--- config.mk ---
export PLATFORM = sky130hd
export DESIGN_NAME = frame_aware_boost_governor_flat
export DESIGN_NICKNAME = d
export VERILOG_FILES = /design/src/hw/rtl/fabg_pkg.sv /design/src/hw/rtl/fabg_if.sv /design/src/hw/rtl/fabg_cfg_regs.sv /design/src/hw/rtl/fabg_core.sv /design/src/hw/rtl/frame_aware_boost_governor.sv /design/src/flat_wrapper.sv
export SDC_FILE = /design/constraint.sdc
export NUM_CORES = 1
export LEC_CHECK = 0
export BUFFER_PORTS_ARGS = -buffer_cell sky130_fd_sc_hd__buf_2
export CAP_MARGIN = 15
export CORE_MARGIN = 4
export CORE_UTILIZATION = 57
export DETAILED_ROUTE_END_ITERATION = 10
export PLACE_DENSITY = 0.8
export SLEW_MARGIN = 25
export SYNTH_ARGS = -nofsm -noshare
export SYNTH_HDL_FRONTEND = slang
export SYNTH_SLANG_ARGS = --single-unit
--- constraint.sdc ---
create_clock -name i_clk -period 8.5 [get_ports i_clk]
set_input_delay 1.275 -clock i_clk [delete_from_list [all_inputs] [get_ports i_clk]]
set_output_delay 1.275 -clock i_clk [all_outputs]
set_load 0.02 [all_outputs]
--- src/hw/rtl/fabg_pkg.sv ---
`default_nettype none
// ----------------------------------------------------------------------------
// fabg_pkg
// Shared types and codes of the frame aware boost governor.
// ----------------------------------------------------------------------------
package fabg_pkg;

    localparam int NOW_W   = 48;
    localparam int BOOST_W = 7;
    localparam int CFG_W   = 32;
    localparam int CFG_IDX_W = 4;

    typedef enum logic [2:0] {
        KIND_TICK       = 3'd0,
        KIND_TOUCH_DOWN = 3'd1,
        KIND_TOUCH_MOVE = 3'd2,
        KIND_COMMIT     = 3'd3,
        KIND_DISP_ON    = 3'd4,
        KIND_DISP_OFF   = 3'd5
    } t_kind;

    typedef enum logic [1:0] {
        MODE_IDLE   = 2'd0,
        MODE_TAP    = 2'd1,
        MODE_SCROLL = 2'd2,
        MODE_FLING  = 2'd3
    } t_mode;

    localparam logic [CFG_IDX_W-1:0] REG_FRAME_PERIOD   = 4'd0;
    localparam logic [CFG_IDX_W-1:0] REG_MISS_THRESHOLD = 4'd1;
    localparam logic [CFG_IDX_W-1:0] REG_FLING_INTERVAL = 4'd2;
    localparam logic [CFG_IDX_W-1:0] REG_TAP_LEVEL      = 4'd3;
    localparam logic [CFG_IDX_W-1:0] REG_SCROLL_LEVEL   = 4'd4;
    localparam logic [CFG_IDX_W-1:0] REG_FLING_LEVEL    = 4'd5;
    localparam logic [CFG_IDX_W-1:0] REG_BOOST_MISS     = 4'd6;
    localparam logic [CFG_IDX_W-1:0] REG_STEP_MAX       = 4'd7;

    typedef struct packed {
        logic [CFG_W-1:0]   frame_period;
        logic [CFG_W-1:0]   miss_threshold;
        logic [CFG_W-1:0]   fling_interval;
        logic [BOOST_W-1:0] tap_level;
        logic [BOOST_W-1:0] scroll_level;
        logic [BOOST_W-1:0] fling_level;
        logic [BOOST_W-1:0] boost_miss;
        logic [BOOST_W-1:0] step_max;
    } t_cfg;

    typedef struct packed {
        logic [BOOST_W-1:0] boost;
        t_mode              mode;
        logic               idle_fired;
        logic               frame_missed;
    } t_res;

endpackage
`default_nettype wire

--- src/hw/rtl/fabg_if.sv ---
`default_nettype none
// ----------------------------------------------------------------------------
// fabg_evt_if / fabg_res_if
// Valid/ready channels for events in and boost results out.
// ----------------------------------------------------------------------------
interface fabg_evt_if;
    logic        valid;
    logic        ready;
    logic [2:0]  kind;
    logic [47:0] now;

    modport source (output valid, output kind, output now, input ready);
    modport sink   (input valid, input kind, input now, output ready);
endinterface

interface fabg_res_if;
    logic       valid;
    logic       ready;
    logic [6:0] boost;
    logic [1:0] mode;
    logic       idle_fired;
    logic       frame_missed;

    modport source (output valid, output boost, output mode, output idle_fired,
                    output frame_missed, input ready);
    modport sink   (input valid, input boost, input mode, input idle_fired,
                    input frame_missed, output ready);
endinterface
`default_nettype wire

--- src/hw/rtl/fabg_cfg_regs.sv ---
`default_nettype none
// ----------------------------------------------------------------------------
// fabg_cfg_regs
// Configuration register file, write only.
// ----------------------------------------------------------------------------
module fabg_cfg_regs (
    input  wire logic                            i_clk,
    input  wire logic                            i_rst_n,
    input  wire logic                            i_cfg_we,
    input  wire logic [fabg_pkg::CFG_IDX_W-1:0]  i_cfg_idx,
    input  wire logic [fabg_pkg::CFG_W-1:0]      i_cfg_data,
    output fabg_pkg::t_cfg                       o_cfg
);

    fabg_pkg::t_cfg r_cfg;
    fabg_pkg::t_cfg n_cfg;

    always_comb begin
        n_cfg = r_cfg;
        if (i_cfg_we) begin
            case (i_cfg_idx)
                fabg_pkg::REG_FRAME_PERIOD:   n_cfg.frame_period   = i_cfg_data;
                fabg_pkg::REG_MISS_THRESHOLD: n_cfg.miss_threshold = i_cfg_data;
                fabg_pkg::REG_FLING_INTERVAL: n_cfg.fling_interval = i_cfg_data;
                fabg_pkg::REG_TAP_LEVEL:
                    n_cfg.tap_level    = i_cfg_data[fabg_pkg::BOOST_W-1:0];
                fabg_pkg::REG_SCROLL_LEVEL:
                    n_cfg.scroll_level = i_cfg_data[fabg_pkg::BOOST_W-1:0];
                fabg_pkg::REG_FLING_LEVEL:
                    n_cfg.fling_level  = i_cfg_data[fabg_pkg::BOOST_W-1:0];
                fabg_pkg::REG_BOOST_MISS:
                    n_cfg.boost_miss   = i_cfg_data[fabg_pkg::BOOST_W-1:0];
                fabg_pkg::REG_STEP_MAX:
                    n_cfg.step_max     = i_cfg_data[fabg_pkg::BOOST_W-1:0];
                default: begin
                    // unknown index: write dropped
                    n_cfg = r_cfg;
                end
            endcase
        end
    end

    always_ff @(posedge i_clk) begin
        if (!i_rst_n) begin
            r_cfg.frame_period   <= 32'd16666666;
            r_cfg.miss_threshold <= 32'd20000000;
            r_cfg.fling_interval <= 32'd8000000;
            r_cfg.tap_level      <= 7'd10;
            r_cfg.scroll_level   <= 7'd20;
            r_cfg.fling_level    <= 7'd30;
            r_cfg.boost_miss     <= 7'd50;
            r_cfg.step_max       <= 7'd10;
        end else begin
            r_cfg <= n_cfg;
        end
    end

    assign o_cfg = r_cfg;

endmodule
`default_nettype wire

--- src/hw/rtl/fabg_core.sv ---
`default_nettype none
// ----------------------------------------------------------------------------
// fabg_core
// Governor state and the single-pass event step: idle expiry, touch mode
// selection, miss check, display on/off and the rate-limited boost update.
// ----------------------------------------------------------------------------
module fabg_core #(
    parameter int TIME_BITS = 48
) (
    input  wire logic                         i_clk,
    input  wire logic                         i_rst_n,
    input  wire logic                         i_en,
    input  wire logic [2:0]                   i_kind,
    input  wire logic [fabg_pkg::NOW_W-1:0]   i_now,
    input  fabg_pkg::t_cfg                    i_cfg,
    output fabg_pkg::t_res                    o_res
);

    localparam int NW = fabg_pkg::NOW_W;
    localparam int BW = fabg_pkg::BOOST_W;
    localparam int WW = (TIME_BITS > NW) ? TIME_BITS : NW;

    fabg_pkg::t_mode r_mode, n_mode;
    logic [NW-1:0]   r_last_frame, n_last_frame;
    logic [NW-1:0]   r_last_input, n_last_input;
    logic [BW-1:0]   r_applied, n_applied;
    logic [BW-1:0]   r_target, n_target;
    logic            r_screen_on, n_screen_on;
    logic            r_armed, n_armed;

    logic [WW-1:0]        frame_diff_w, input_diff_w;
    logic [TIME_BITS-1:0] frame_diff, input_diff;
    logic                 idle_fire, missed, fling;
    logic [BW-1:0]        app_after_idle;
    fabg_pkg::t_mode      touch_mode;
    logic [BW-1:0]        touch_target;

    // move cur toward tgt by at most step
    function automatic logic [BW-1:0] step_toward(input logic [BW-1:0] cur,
                                                 input logic [BW-1:0] tgt,
                                                 input logic [BW-1:0] step);
        logic [BW:0] cur_up;
        logic [BW:0] tgt_up;
        cur_up = {1'b0, cur} + {1'b0, step};
        tgt_up = {1'b0, tgt} + {1'b0, step};
        if ({1'b0, tgt} > cur_up) begin
            step_toward = cur_up[BW-1:0];
        end else if (tgt_up < {1'b0, cur}) begin
            step_toward = cur - step;
        end else begin
            step_toward = tgt;
        end
    endfunction

    always_comb begin
        frame_diff_w = WW'(i_now) - WW'(r_last_frame);
        input_diff_w = WW'(i_now) - WW'(r_last_input);
        frame_diff   = frame_diff_w[TIME_BITS-1:0];
        input_diff   = input_diff_w[TIME_BITS-1:0];

        idle_fire = r_armed && (frame_diff >= TIME_BITS'(i_cfg.frame_period));
        fling = (r_last_input != '0) &&
                (input_diff < TIME_BITS'(i_cfg.fling_interval));
        app_after_idle = idle_fire ? step_toward(r_applied, '0, i_cfg.step_max)
                                   : r_applied;

        if (fabg_pkg::t_kind'(i_kind) == fabg_pkg::KIND_TOUCH_DOWN) begin
            touch_mode   = fabg_pkg::MODE_TAP;
            touch_target = i_cfg.tap_level;
        end else if (fling) begin
            touch_mode   = fabg_pkg::MODE_FLING;
            touch_target = i_cfg.fling_level;
        end else begin
            touch_mode   = fabg_pkg::MODE_SCROLL;
            touch_target = i_cfg.scroll_level;
        end

        n_mode       = idle_fire ? fabg_pkg::MODE_IDLE : r_mode;
        n_target     = idle_fire ? '0 : r_target;
        n_applied    = app_after_idle;
        n_armed      = idle_fire ? 1'b0 : r_armed;
        n_last_frame = r_last_frame;
        n_last_input = r_last_input;
        n_screen_on  = r_screen_on;
        missed       = 1'b0;

        case (fabg_pkg::t_kind'(i_kind))
            fabg_pkg::KIND_TOUCH_DOWN, fabg_pkg::KIND_TOUCH_MOVE: begin
                if (r_screen_on) begin
                    missed = (r_last_frame != '0) &&
                             (frame_diff > TIME_BITS'(i_cfg.miss_threshold));
                    n_mode       = touch_mode;
                    n_target     = missed ? i_cfg.boost_miss : touch_target;
                    n_last_input = i_now;
                    n_last_frame = i_now;
                    n_armed      = 1'b1;
                    n_applied    = step_toward(app_after_idle, n_target,
                                               i_cfg.step_max);
                end
            end
            fabg_pkg::KIND_COMMIT: begin
                missed = (r_last_frame != '0) &&
                         (frame_diff > TIME_BITS'(i_cfg.miss_threshold));
                if (missed) begin
                    n_target = i_cfg.boost_miss;
                end
                n_last_frame = i_now;
                n_armed      = 1'b1;
                n_applied    = step_toward(app_after_idle, n_target, i_cfg.step_max);
            end
            fabg_pkg::KIND_DISP_ON: begin
                n_screen_on = 1'b1;
            end
            fabg_pkg::KIND_DISP_OFF: begin
                n_screen_on = 1'b0;
                n_mode      = fabg_pkg::MODE_IDLE;
                n_applied   = '0;
                n_target    = '0;
                n_armed     = 1'b0;
            end
            default: begin
                // tick and unused kinds: expiry only
                n_screen_on = r_screen_on;
            end
        endcase

        o_res.boost        = n_applied;
        o_res.mode         = n_mode;
        o_res.idle_fired   = idle_fire;
        o_res.frame_missed = missed;
    end

    always_ff @(posedge i_clk) begin
        if (!i_rst_n) begin
            r_mode       <= fabg_pkg::MODE_IDLE;
            r_last_frame <= '0;
            r_last_input <= '0;
            r_applied    <= '0;
            r_target     <= '0;
            r_screen_on  <= 1'b0;
            r_armed      <= 1'b0;
        end else if (i_en) begin
            r_mode       <= n_mode;
            r_last_frame <= n_last_frame;
            r_last_input <= n_last_input;
            r_applied    <= n_applied;
            r_target     <= n_target;
            r_screen_on  <= n_screen_on;
            r_armed      <= n_armed;
        end
    end

endmodule
`default_nettype wire

--- src/hw/rtl/frame_aware_boost_governor.sv ---
`default_nettype none
// ----------------------------------------------------------------------------
// frame_aware_boost_governor
// Event driven boost governor with tap/scroll/fling modes and idle expiry.
// ----------------------------------------------------------------------------
// Usage:
//   i_evt carries one timestamped event per item (kind, now); o_res returns
//   exactly one result item per event: applied boost, mode, idle and miss
//   flags. Both channels are valid/ready.
//   An accepted item lands in the input register; the event step moves it
//   into the result register, which drives o_res.valid, once that register
//   is empty or its item is taken.
//   Throughput is one item per cycle while o_res is not stalled; the step is
//   a few compares and two chained 7-bit clamps on the state registers.
//   When o_res is stalled the result register holds and one more item waits
//   in the input register; i_evt.ready drops only when both are full.
//   Reset (synchronous, active low) restores register defaults, clears the
//   governor state (idle, boost 0, display off, timer disarmed) and empties
//   both pipeline registers.
//   Configuration (unknown index ignored) goes in via i_cfg_we / i_cfg_idx /
//   i_cfg_data, by the user only while no item is in flight (not enforced).
// ----------------------------------------------------------------------------
module frame_aware_boost_governor #(
    parameter int TIME_BITS = 48
) (
    input  wire logic                            i_clk,
    input  wire logic                            i_rst_n,
    input  wire logic                            i_cfg_we,
    input  wire logic [fabg_pkg::CFG_IDX_W-1:0]  i_cfg_idx,
    input  wire logic [fabg_pkg::CFG_W-1:0]      i_cfg_data,
    fabg_evt_if.sink                             i_evt,
    fabg_res_if.source                           o_res
);

    fabg_pkg::t_cfg cfg;
    fabg_pkg::t_res core_res;

    logic                       r_in_valid;
    logic [2:0]                 r_in_kind;
    logic [fabg_pkg::NOW_W-1:0] r_in_now;
    logic                       r_out_valid;
    fabg_pkg::t_res             r_out;
    logic                       advance;
    logic                       in_ready;

    assign advance  = !r_out_valid || o_res.ready;
    assign in_ready = !r_in_valid || advance;

    fabg_cfg_regs u_cfg (
        .i_clk      (i_clk),
        .i_rst_n    (i_rst_n),
        .i_cfg_we   (i_cfg_we),
        .i_cfg_idx  (i_cfg_idx),
        .i_cfg_data (i_cfg_data),
        .o_cfg      (cfg)
    );

    fabg_core #(
        .TIME_BITS (TIME_BITS)
    ) u_core (
        .i_clk   (i_clk),
        .i_rst_n (i_rst_n),
        .i_en    (advance && r_in_valid),
        .i_kind  (r_in_kind),
        .i_now   (r_in_now),
        .i_cfg   (cfg),
        .o_res   (core_res)
    );

    always_ff @(posedge i_clk) begin
        if (!i_rst_n) begin
            r_in_valid <= 1'b0;
        end else if (in_ready) begin
            r_in_valid <= i_evt.valid;
        end
    end

    always_ff @(posedge i_clk) begin
        if (in_ready && i_evt.valid) begin
            r_in_kind <= i_evt.kind;
            r_in_now  <= i_evt.now;
        end
    end

    always_ff @(posedge i_clk) begin
        if (!i_rst_n) begin
            r_out_valid <= 1'b0;
        end else if (advance) begin
            r_out_valid <= r_in_valid;
        end
    end

    always_ff @(posedge i_clk) begin
        if (advance && r_in_valid) begin
            r_out <= core_res;
        end
    end

    assign i_evt.ready        = in_ready;
    assign o_res.valid        = r_out_valid;
    assign o_res.boost        = r_out.boost;
    assign o_res.mode         = r_out.mode;
    assign o_res.idle_fired   = r_out.idle_fired;
    assign o_res.frame_missed = r_out.frame_missed;

    // a stalled result is never dropped
    a_out_hold: assert property (@(posedge i_clk) disable iff (!i_rst_n)
        (r_out_valid && !o_res.ready) |=> r_out_valid)
        else $error("result item lost while stalled");

    // a waiting input item is kept until the step takes it
    a_in_hold: assert property (@(posedge i_clk) disable iff (!i_rst_n)
        (r_in_valid && !advance) |=> (r_in_valid && $stable(r_in_now)))
        else $error("input item lost while stalled");

    // display off always yields idle, zero boost, no miss
    a_disp_off: assert property (@(posedge i_clk) disable iff (!i_rst_n)
        (advance && r_in_valid &&
         fabg_pkg::t_kind'(r_in_kind) == fabg_pkg::KIND_DISP_OFF)
        |=> (o_res.boost == '0 && o_res.mode == fabg_pkg::MODE_IDLE &&
             !o_res.frame_missed))
        else $error("display off result not cleared");

endmodule
`default_nettype wire

--- src/flat_wrapper.sv ---
// flat-port wrapper written by rule: the top's interface ports become plain ports
module frame_aware_boost_governor_flat 
#(
    parameter int TIME_BITS = 48
)
  (i_clk, i_rst_n, i_cfg_we, i_cfg_idx, i_cfg_data, i_evt_valid, i_evt_kind, i_evt_now, i_evt_ready, o_res_valid, o_res_boost, o_res_mode, o_res_idle_fired, o_res_frame_missed, o_res_ready);
  fabg_evt_if i_evt_i ();
  fabg_res_if o_res_i ();
  input  wire logic i_clk;
  input  wire logic i_rst_n;
  input  wire logic i_cfg_we;
  input  wire logic [fabg_pkg::CFG_IDX_W-1:0] i_cfg_idx;
  input  wire logic [fabg_pkg::CFG_W-1:0] i_cfg_data;
  input wire logic [$bits(i_evt_i.valid)-1:0] i_evt_valid;
  input wire logic [$bits(i_evt_i.kind)-1:0] i_evt_kind;
  input wire logic [$bits(i_evt_i.now)-1:0] i_evt_now;
  output wire logic [$bits(i_evt_i.ready)-1:0] i_evt_ready;
  output wire logic [$bits(o_res_i.valid)-1:0] o_res_valid;
  output wire logic [$bits(o_res_i.boost)-1:0] o_res_boost;
  output wire logic [$bits(o_res_i.mode)-1:0] o_res_mode;
  output wire logic [$bits(o_res_i.idle_fired)-1:0] o_res_idle_fired;
  output wire logic [$bits(o_res_i.frame_missed)-1:0] o_res_frame_missed;
  input wire logic [$bits(o_res_i.ready)-1:0] o_res_ready;
  assign i_evt_i.valid = i_evt_valid;
  assign i_evt_i.kind = i_evt_kind;
  assign i_evt_i.now = i_evt_now;
  assign i_evt_ready = i_evt_i.ready;
  assign o_res_valid = o_res_i.valid;
  assign o_res_boost = o_res_i.boost;
  assign o_res_mode = o_res_i.mode;
  assign o_res_idle_fired = o_res_i.idle_fired;
  assign o_res_frame_missed = o_res_i.frame_missed;
  assign o_res_i.ready = o_res_ready;
  frame_aware_boost_governor #(.TIME_BITS(TIME_BITS)) u_core (.i_clk(i_clk), .i_rst_n(i_rst_n), .i_cfg_we(i_cfg_we), .i_cfg_idx(i_cfg_idx), .i_cfg_data(i_cfg_data), .i_evt(i_evt_i), .o_res(o_res_i));
endmodule
Yosys cells after proc, flatten, opt, wreduce, memory -nomap -nowiden
Cells that the tools add are included.
Cells by class
  muxes and demuxes: 30
  equality and inequality tests: 13
  magnitude comparators: 9
  add/subtract/negate cells: 8
  reduce and logical (&&, ||, !) cells: 26
Operators with widths (number)
  7-bit two-way mux: 15
  48-bit case mux with 2 select lines: 1
  48-bit nonzero test: 2
  48-bit subtractor: 2
  48-bit by 32-bit >= comparator with 1-bit output: 1
  48-bit by 32-bit greater-than comparator with 1-bit output: 1
  48-bit by 32-bit less-than comparator with 1-bit output: 1
  48-bit two-way mux: 1
  7-bit case mux with 3 select lines: 2
  7-bit by 7-bit adder with 8-bit output: 4
  2-bit AND reduction: 9
  4-bit by 3-bit == test with 1-bit output, second input constant: 4
  7-bit by 8-bit greater-than comparator with 1-bit output: 2
  8-bit by 7-bit less-than comparator with 1-bit output: 2
  7-bit subtractor: 2
  4-bit by 2-bit == test with 1-bit output, second input constant: 2
  1-bit by 8-bit greater-than comparator with 1-bit output, first input constant: 1
  7-bit less-than comparator: 1
  3-bit by 2-bit == test with 1-bit output, second input constant: 2
  3-bit == test, second input constant: 2
  2-bit two-way mux: 3
  3-bit AND reduction: 2
  1-bit logical AND: 5
  4-bit by 1-bit == test with 1-bit output, second input constant: 1
  other kinds (11): 18
Storage, ports and cells
  output and inout port bits: 13
  flip-flop bits (word level): 309
  input port bits: 92

Depth between registers and ports, before layout
Gate-level depths: netlist of run 1.
  word-level depth: 12
  depth in mapped cells: 43
  depth with buffers taken out: 42

Cells and area by module
A second synthesis of run 1 with hierarchy kept.
Second synthesis, totals
  cell total of the unflattened synthesis: 2941
  area, all modules: 23304.9 µm²
Modules (own cells, without submodules)
  fabg_core: sequential area each 2282.2 µm², times used 1, area an instance 16345.7 µm², cells an instance 2350
  fabg_cfg_regs: sequential area each 2622.5 µm², times used 1, area an instance 4993.5 µm², cells an instance 520
  frame_aware_boost_governor: sequential area each 1901.8 µm², times used 1, area an instance 1965.6 µm², cells an instance 71

Least setup slack after synthesis of run 1
Ideal clock, no wire load.
  path type: register -> register
  start point: register u_core.r_in_now[0] (netlist name)
  end point: register u_core.r_out (netlist bit u_core.o_res.boost[6]), data pin
  stages on the path, launching flop included: 42
  clock period less this slack: 8211 ps
  buffers on the path: 2
  data required time: 8236 ps
  setup slack: 289 ps
  arrival time: 7947 ps
  cells stage by stage: edfxtp_1 inv_1 ha_1 inv_1 fa_1 a21o_1 a31o_4 a211oi_4 a21oi_1 nor2_1 o21ai_0 a21boi_0 xnor2_1 ha_1 a21oi_1 o31ai_1 a2111o_1 a2111oi_0 (+6 left out) a21oi_2 ha_1 a21oi_1 a21boi_0 o21ai_0 a21boi_0 nor2_1 ha_1 a21o_1 a211oi_1 nand2_1 a2111o_1 nor2_1 o21ai_1 and3_1 buf_2 a221oi_1 nand2_1
RTL lines
  from (decl): RTL line frame_aware_boost_governor.sv:40  | logic [fabg_pkg::NOW_W-1:0] r_in_now;
  from (signal assigned): RTL line frame_aware_boost_governor.sv:81  | r_in_now <= i_evt.now;
  to (signal assigned): RTL line frame_aware_boost_governor.sv:95  | r_out <= core_res;
  to (decl): RTL line frame_aware_boost_governor.sv:42  | fabg_pkg::t_res r_out;

==> impl_summary.log, run 1 <==
[metrics] run status: finished, final reports clean
[metrics] standard-cell row count: 72
[metrics] initial core utilization: 0.583
[metrics] first-pass GRT wire length: 123,000 um
[metrics] H-tree depth: 2
[metrics] clock net sink count: 309
[metrics] post-detailed-routing wire length: 81,600 um
[metrics] Max IR drop VDD: ~0.20 mV
[metrics] I/O pin count: approximately 110
[metrics] post-synthesis cell count: 2,938
[metrics] number of endpoints with negative hold slack in the final report: 0
[metrics] area grow syn2layout: 20.6%
[metrics] Crit. End Element: register
[metrics] fin crit period: 8.47 ns
[metrics] # fillers: 3,151
[metrics] CP peak stage delay: 0.46 ns
[metrics] routability cong.: 1.01
[metrics] Floorplan Core Area: 39,000 um2
[metrics] total die area: 43,100 um2
[metrics] worst endpoint data arrival time: roughly 9 ns
[metrics] routed length on met1: 33,800 um
[metrics] leakage power: 0.0108 uW
[metrics] number of warnings printed during yosys synthesis: 0
[metrics] WP data required: 8.81 ns
[metrics] CTS root buffer: sky130_fd_sc_hd__clkbuf_16
[metrics] power after layout: 4610 uW
[metrics] sort of element at the start of the critical path: register
[metrics] met3 wire length: between 6000 and 7000 um
[metrics] number of synthesized flops with an enable pin: 62
[metrics] routed wirelength normalized by instance count: 21.5 um
[metrics] worst-case setup slack after placement: -0.444 ns
[metrics] power density cells: 168 nW/um2
[metrics] worst-case register-to-register setup slack: 0.03 ns
[metrics] share of the clock period used by the worst path: 0.997
[metrics] relative max-transition margin: 0.339
[metrics] highest signal layer in the routed design: met4
[metrics] Register Area: 6810 um2
[metrics] placed insts: 3,692
[metrics] first drt pass iteration count: 6
[metrics] crit path setup slack, layout: about 0.026 ns
[metrics] TritonCTS clock tree: yes
[metrics] detailed-route DRC error count: 0
[metrics] pin count of the biggest net entering global routing: 110
[metrics] DP Area: 25,400 um2
[metrics] via count: 23,370
[metrics] clock slew seen by the registers of the worst setup and hold paths: 0.06 ns
[metrics] setup repair after global routing missed its margin: true
[metrics] post-detailed-route via-to-cell ratio: 6.17
[metrics] number of antenna repair diodes: 0
[metrics] Buffers on Ports: 104
[metrics] Sum Neg Setup Slack: 0 ns
[metrics] y dimension of the die: 208 um
[metrics] area used by multi-input combinational logic: 15,000 um2
[metrics] global-route usage over all layers: 0.352
[metrics] proportion of synthesized flip-flops having asynchronous set or reset: 0
[metrics] Net Count, Synth: between 3,000 and 4,000
[metrics] critical path peak fanout: 8
[metrics] most used flip-flop cell after synthesis: sky130_fd_sc_hd__dfxtp_1
[metrics] category of the most critical setup path: register to register
[metrics] Non-Filler Cell Area, Final: 27,400 um2
[metrics] worst min path class: register to register
[metrics] antenna violations before repair: 0
[metrics] FF+latch count, synth: between 300 and 400
[metrics] slew at the pin closest to its max-slew limit: 0.991 ns
[metrics] sum of overflow across all layers after global routing: 0
[metrics] WL met2: roughly 37,000 um
[metrics] worst skew pair latency: 0.58 ns
[metrics] final setup skew: 0.0285 ns
[metrics] drt first-iter violations: 2,297
[metrics] FMAX: between 100 and 150 MHz
[metrics] number of nets at the end of the flow: 3,588
[metrics] HPWL after detailed placement: about 62,000 um
[metrics] unique cell type count in the Yosys netlist: 89
[metrics] max-capacitance violation count: 0
[metrics] share of the yosys chip area belonging to registers: 0.299
[metrics] cell area after synthesis: 22,700 um2
[metrics] via count of the first global-routing pass: 22,243
[metrics] total setup violations reported at the end of the flow: 0
[metrics] maximum count of clock buffers along a single path: 3
[metrics] CTS Buf Count: 36
[metrics] critical path's slowest cell: sky130_fd_sc_hd__a2111o_1
[metrics] Antenna Nets Post-Route: 0
[metrics] final-report max-slew violation count: 0
[metrics] Final Instance Count excl. Fillers: 3,785
[metrics] Syn Area/Cell: 7.74 um2
[metrics] Chip Width: 208 um
[metrics] layout cell share with drive strength beyond 1: 0.185
==> registers in the layout, indices dropped and copies added (netlist names), 2 cells and up <==
| signal | flops |
|---|---|
| u_core.r_in_kind | 3 |
| u_core.u_core.r_last_input | 48 |
| u_core.o_res.boost | 7 |
| u_core.r_in_now | 48 |
| u_core.u_core.r_applied | 7 |
| u_core.u_core.r_target | 7 |
| u_core.u_cfg.o_cfg | 131 |
| u_core.u_core.r_last_frame | 48 |
| u_core.u_core.r_mode | 2 |
| u_core.o_res.mode | 2 |
==> what timing repair did <==
action,CTS,global route
endpoints found under the setup margin,14,14
endpoints found under the hold margin,0,0
setup buffers,8,17
pin swaps,18,80
hold buffers,0,0
resized for setup,40,105
cloned,0,1
==> cell usage after synthesis (all sizes together) (51+ instances only) <==
cell type  number  area, um2
a21o           55        413
a21oi         359       1820
clkbuf        108        405
dfxtp         247       4940
edfxtp         62       1860
ha            250       3130
inv           270       1010
nand2         532       2000
nand4          66        413
nor2          142        536
o211ai         51        383
o21ai         139        699
xnor2          59        517
==> worst max-delay path: cells and delay by family (launching register included) <==
kind / cells / cell delay [ns]
simple gates: 9 / 1.45
flops: 1 / 0.41
compound gates: 21 / 4.42
buf+inv: 4 / 0.34
fa+ha+maj: 5 / 1.35
xor+xnor: 2 / 0.22
==> report_power, final <==
group          internal, uW  switching, uW
clock network           876            693
logic                   632            843
registers              1540           32.1
==> layout by cell type (no fill, tap or decap), drive strengths merged, types with 59 or more instances in the layout <==
cell type | synthesis | final
nand2 | 532 | 532
nand4 | 66 | 66
dfxtp | 247 | 247
ha | 250 | 250
o21ai | 139 | 139
inv | 270 | 271
edfxtp | 62 | 62
buf | 24 | 395
a21oi | 359 | 359
nor2 | 142 | 142
xnor2 | 59 | 59
==> layout make-up <==
cell class / count / share of cell area
Clock buffer: 50 / 0.0366
Clock inverter: 16 / 0.00666
Inverter: 270 / 0.0372
Multi-Input combinational cell: 2227 / 0.548
Sequential cell: 309 / 0.248
Tap cell: 518 / 0.0236
Timing Repair Buffer: 395 / 0.0999
==> metrics by stage <==
| step | hold WS (ns) | util |
|---|---|---|
| floorplan | 0.436 | - |
| global placement | 0.444 | 0.651 |
| detailed placement | 0.448 | 0.651 |
| CTS | 0.456 | 0.686 |
| global route | 0.474 | 0.703 |
| finish | 0.455 | 0.703 |
==> per-layer routing <==
metal | track usage | up-vias
li1 | - | 11014
met1 | 0.465 | 11096
met2 | 0.568 | 1037
met3 | 0.0662 | 223
met4 | 0.151 | 0
met5 | 0 | -
==> logic make-up after synthesis <==
| logic type | after synthesis | share of synthesized area |
|---|---|---|
| mux | 52 | 0.0231 |
| simple gates | 978 | 0.193 |
| buf+inv | 402 | 0.0680 |
| fa+ha+maj | 257 | 0.144 |
| xor+xnor | 91 | 0.0351 |
| flops | 309 | 0.299 |
| compound gates | 849 | 0.237 |
==> final timing paths <==
kind,start,end,cells after the start
min,u_core.u_cfg.o_cfg[126],u_core.u_cfg.o_cfg[126],2
min reg2reg,u_core.u_cfg.o_cfg[126],u_core.u_cfg.o_cfg[126],2
max,u_core.r_in_now[0],u_core.o_res.boost[5],41
max reg2reg,u_core.r_in_now[0],u_core.o_res.boost[5],41
(Power assumes the default switching activity.)
==> inputs of run 2 (changes only) <==
--- a/config.mk
+++ b/config.mk
@@ -9,8 +9,10 @@
 export CAP_MARGIN = 15
 export CORE_MARGIN = 4
 export CORE_UTILIZATION = 57
+export CTS_BUF_LIST = sky130_fd_sc_hd__clkbuf_16
 export DETAILED_ROUTE_END_ITERATION = 10
 export PLACE_DENSITY = 0.8
+export REMOVE_ABC_BUFFERS = 1
 export SLEW_MARGIN = 25
 export SYNTH_ARGS = -nofsm -noshare
 export SYNTH_HDL_FRONTEND = slang
==> run 2 against run 1 <==
The flow now finishes with violations (negative setup slack). Critical path depth is 6 higher. Routed wire length is 1.7% higher. Register-to-register slack worse by 0.04 ns. Via count is 1.4% higher. Die area stayed put. Cell count is 0.77% higher. Cell area is 0.22% higher. Sequential power hardly changed. Non-clock buffer count is 30 higher. Sequential cell count stayed put. First-iteration DRC count is 4.5% higher. Worst hold slack worse by 0.00093 ns. Critical endpoint is now u_core.o_res.boost[0]. Largest cell class unchanged. Largest power group unchanged.
==> impl_summary.log, run 2 (same netlist as run 1, synthesis figures left out) <==
[metrics] leakage power: 0.0110 uW (was 0.0108 uW)
[metrics] layout cell share with drive strength beyond 1: 0.184 (was 0.185)
[metrics] antenna violations before repair: 0 (unchanged)
[metrics] clock slew seen by the registers of the worst setup and hold paths: 0.06 ns (about the same)
[metrics] worst endpoint data arrival time: 8.82 ns (was 8.78 ns)
[metrics] maximum count of clock buffers along a single path: 3 (unchanged)
[metrics] max-capacitance violation count: 0 (unchanged)
[metrics] number of flip-flops in the largest register: 131 (unchanged)
[metrics] WL met2: 37,600 um (was 36,900 um)
[metrics] CTS root buffer: sky130_fd_sc_hd__clkbuf_16 (unchanged)
[metrics] highest signal layer in the routed design: met4 (unchanged)
[metrics] Worst path most repeated cell: sky130_fd_sc_hd__buf_4
[metrics] number of stages on the worst hold path: 2 (unchanged)
[metrics] first drt pass iteration count: 6 (unchanged)
[metrics] pin count of the biggest net entering global routing: 77 (was 110)
[metrics] Antenna Nets Post-Route: 0 (unchanged)
[metrics] standard-cell row count: 72 (unchanged)
[metrics] routability cong.: 1.03 (was 1.01)
[metrics] crit path from: u_core.r_in_now[0] (unchanged)
[metrics] Sum Neg Setup Slack: -0.0163 ns (was 0 ns)
[metrics] HPWL after detailed placement: 64,500 um (was 61,900 um)
[metrics] via count: 23,702 (was 23,370)
[metrics] global-route usage over all layers: 0.363 (was 0.352)
[metrics] worst-case register-to-register setup slack: -0.02 ns (was 0.03 ns)
[metrics] Final Instance Count excl. Fillers: 3,814 (was 3,785)
[metrics] most frequent cells in the layout: sky130_fd_sc_hd__nand2_1 (532), sky130_fd_sc_hd__a21oi_1 (338), sky130_fd_sc_hd__buf_4 (314), sky130_fd_sc_hd__inv_1 (266), sky130_fd_sc_hd__dfxtp_1 (247) (was sky130_fd_sc_hd__nand2_1 (524), sky130_fd_sc_hd__a21oi_1 (335), sky130_fd_sc_hd__buf_4 (283), sky130_fd_sc_hd__inv_1 (261), sky130_fd_sc_hd__dfxtp_1 (247))
[metrics] fin crit period: 8.52 ns (was 8.47 ns)
[metrics] post-detailed-routing wire length: 82,900 um (was 81,600 um)
[metrics] first-pass GRT wire length: 126,000 um (was 123,000 um)
[metrics] crit path setup slack, layout: -0.0163 ns (was 0.0263 ns)
[metrics] sum of overflow across all layers after global routing: 0 (unchanged)
[metrics] critical path's slowest cell: sky130_fd_sc_hd__a2111o_1 (unchanged)
[metrics] setup repair after global routing missed its margin: true (unchanged)
[metrics] met3 wire length: 6870 um (was 6550 um)
[metrics] number of nets at the end of the flow: 3,618 (was 3,588)
[metrics] area used by multi-input combinational logic: 14,900 um2 (was 15,000 um2)
[metrics] # fillers: 3,078 (was 3,151)
[metrics] CTS Buf Count: 36 (unchanged)
[metrics] register share of total power: 0.341 (was 0.340)
[metrics] H-tree depth: 2 (unchanged)
[metrics] initial core utilization: 0.583 (unchanged)
[metrics] final-report max-slew violation count: 0 (unchanged)
[metrics] TritonCTS clock tree: yes (unchanged)
[metrics] failing checks: negative setup slack
[metrics] drt first-iter violations: 2,400 (was 2,297)
[metrics] placed insts: 3,731 (was 3,692)
[metrics] WP data required: 8.81 ns (about the same)
[metrics] Floorplan Core Area: 39,000 um2 (unchanged)
[metrics] switching share of power: 0.340 (about the same)
[metrics] total setup violations reported at the end of the flow: 1 (was 0)
[metrics] most common cell after layout, fill and taps aside: sky130_fd_sc_hd__nand2_1 (unchanged)
[metrics] number of cell instances on the worst register-to-register path: 47 (was 41)
[metrics] critical path peak fanout: 5 (was 8)
[metrics] Worst Hold End: u_core.u_cfg.o_cfg[86] (was u_core.u_cfg.o_cfg[126])
[metrics] routed wirelength normalized by instance count: 21.7 um (was 21.5 um)
[metrics] Reg-to-Reg End: u_core.o_res.boost[0] (was u_core.o_res.boost[5])
[metrics] detailed-route DRC error count: 0 (unchanged)
[metrics] worst skew pair latency: 0.57 ns (was 0.58 ns)
[metrics] number of antenna repair diodes: 0 (unchanged)
[metrics] total die area: 43,100 um2 (unchanged)
[metrics] clock net sink count: 309 (unchanged)
[metrics] Chip Width: 208 um (unchanged)
[metrics] number of endpoints with negative hold slack in the final report: 0 (unchanged)
[metrics] category of the most critical setup path: register to register (unchanged)
[metrics] worst reg2reg path startpoint: u_core.r_in_now[0] (unchanged)
[metrics] Pint: 3040 uW (was 3050 uW)
[metrics] Max IR drop VDD: 0.173 mV (was 0.203 mV)
[metrics] post-detailed-route via-to-cell ratio: 6.21 (was 6.17)
[metrics] y dimension of the die: 208 um (unchanged)
[metrics] hold buffers post-CTS: 0 (unchanged)
[metrics] sort of element at the start of the critical path: register (unchanged)
[metrics] Crit. End Element: register (unchanged)
[metrics] run status: finished, violations left (was finished, final reports clean)
[metrics] slew at the pin closest to its max-slew limit: 1.09 ns (was 0.991 ns)
[metrics] routed length on met1: 34,200 um (was 33,800 um)
[metrics] relative max-transition margin: 0.267 (was 0.339)
[metrics] Register Area: 6810 um2 (unchanged)
[metrics] area grow syn2layout: 20.9% (was 20.6%)
[metrics] clock network power share: 0.333 (was 0.340)
[metrics] final setup skew: 0.0221 ns (was 0.0285 ns)
[metrics] share of the clock period used by the worst path: 1.00 (was 0.997)
[metrics] FMAX: 117 MHz (was 118 MHz)
[metrics] power density cells: 168 nW/um2 (about the same)
[metrics] via count of the first global-routing pass: 22,843 (was 22,243)
[metrics] Buffers on Ports: 104 (unchanged)
[metrics] I/O pin count: 105 (unchanged)
[metrics] Switching Power: 1570 uW (about the same)
[metrics] CP peak stage delay: 0.47 ns (was 0.46 ns)
[metrics] hold path startpoint: u_core.u_cfg.o_cfg[86] (was u_core.u_cfg.o_cfg[126])
[metrics] worst min path class: register to register (unchanged)
[metrics] combinational share of power: 0.325 (was 0.320)
-- run 2: changes by cell type in the layout (fill, tap and decap cells not counted), sizes merged --
cell / change
clkbuf: -14
buf: +30
bufinv: +1
clkinv: +2
clkinvlp: -2
inv: +12
-- run 2: metrics by stage --
step                utilization  setup WS, ns  cell area [um2]  power (uW)  hold slack (ns)
finish                    0.704       -0.0163            27500        4610            0.454
detailed placement        0.659        -0.502            25700        2930            0.447
global route              0.704        -0.416            27500        4800            0.480
floorplan                     -         0.194            22200        2370            0.436
global placement          0.658        -0.260            25700        2900            0.442
CTS                       0.694       0.00952            27100        4500            0.455
-- run 2: worst max path at each step --
stage / slack (ns) / end / cells after the start
after global routing: -0.42 / u_core.o_res.boost[0] / 40
after floorplan: 0.19 / u_core.o_res.boost[6] / 40
after CTS: 0.01 / u_core.o_res.boost[5] / 43
after global placement: -0.26 / u_core.o_res.boost[6] / 41
after detailed placement: -0.50 / u_core.o_res.boost[6] / 41
final: -0.02 / u_core.o_res.boost[0] / 47
-- run 2: power by group through the flow --
stage / clock [uW] / combinational [uW] / sequential (uW)
3_3_place_gp: 0 / 1300 / 1600
3_5_place_dp: 0 / 1330 / 1600
2_1_floorplan: 0 / 768 / 1600
4_1_cts: 1550 / 1380 / 1570
5_1_grt: 1610 / 1620 / 1570
6_report: 1530 / 1500 / 1570
-- run 2: layout make-up --
class	count	share of cell area
clock buffer	36	0.0328
multi-input combinational	2227	0.542
sequential	309	0.248
inverter	270	0.0371
timing repair buffer	425	0.108
tap	518	0.0236
clock inverter	29	0.00897
-- run 2: timing repair --
action,CTS,global route
setup endpoints to repair,14,14
resized for setup,39,75
pin swaps,22,55
cloned,0,0
buffers inserted,9,9
-- run 2: layer usage --
layer / global-route usage / up-vias
met3: 0.0541 / 234
met1: 0.478 / 11219
met5: 0 / -
met4: 0.169 / 0
met2: 0.589 / 1159
li1: - / 11090
-- run 2: critical path, delay by kind of cell, from the launching register on --
family,cells,cell delay (ns)
xor+xnor,2,0.23
fa+ha+maj,6,1.65
buf+inv,11,1.45
simple gates,10,1.23
flops,1,0.40
compound gates,18,3.27
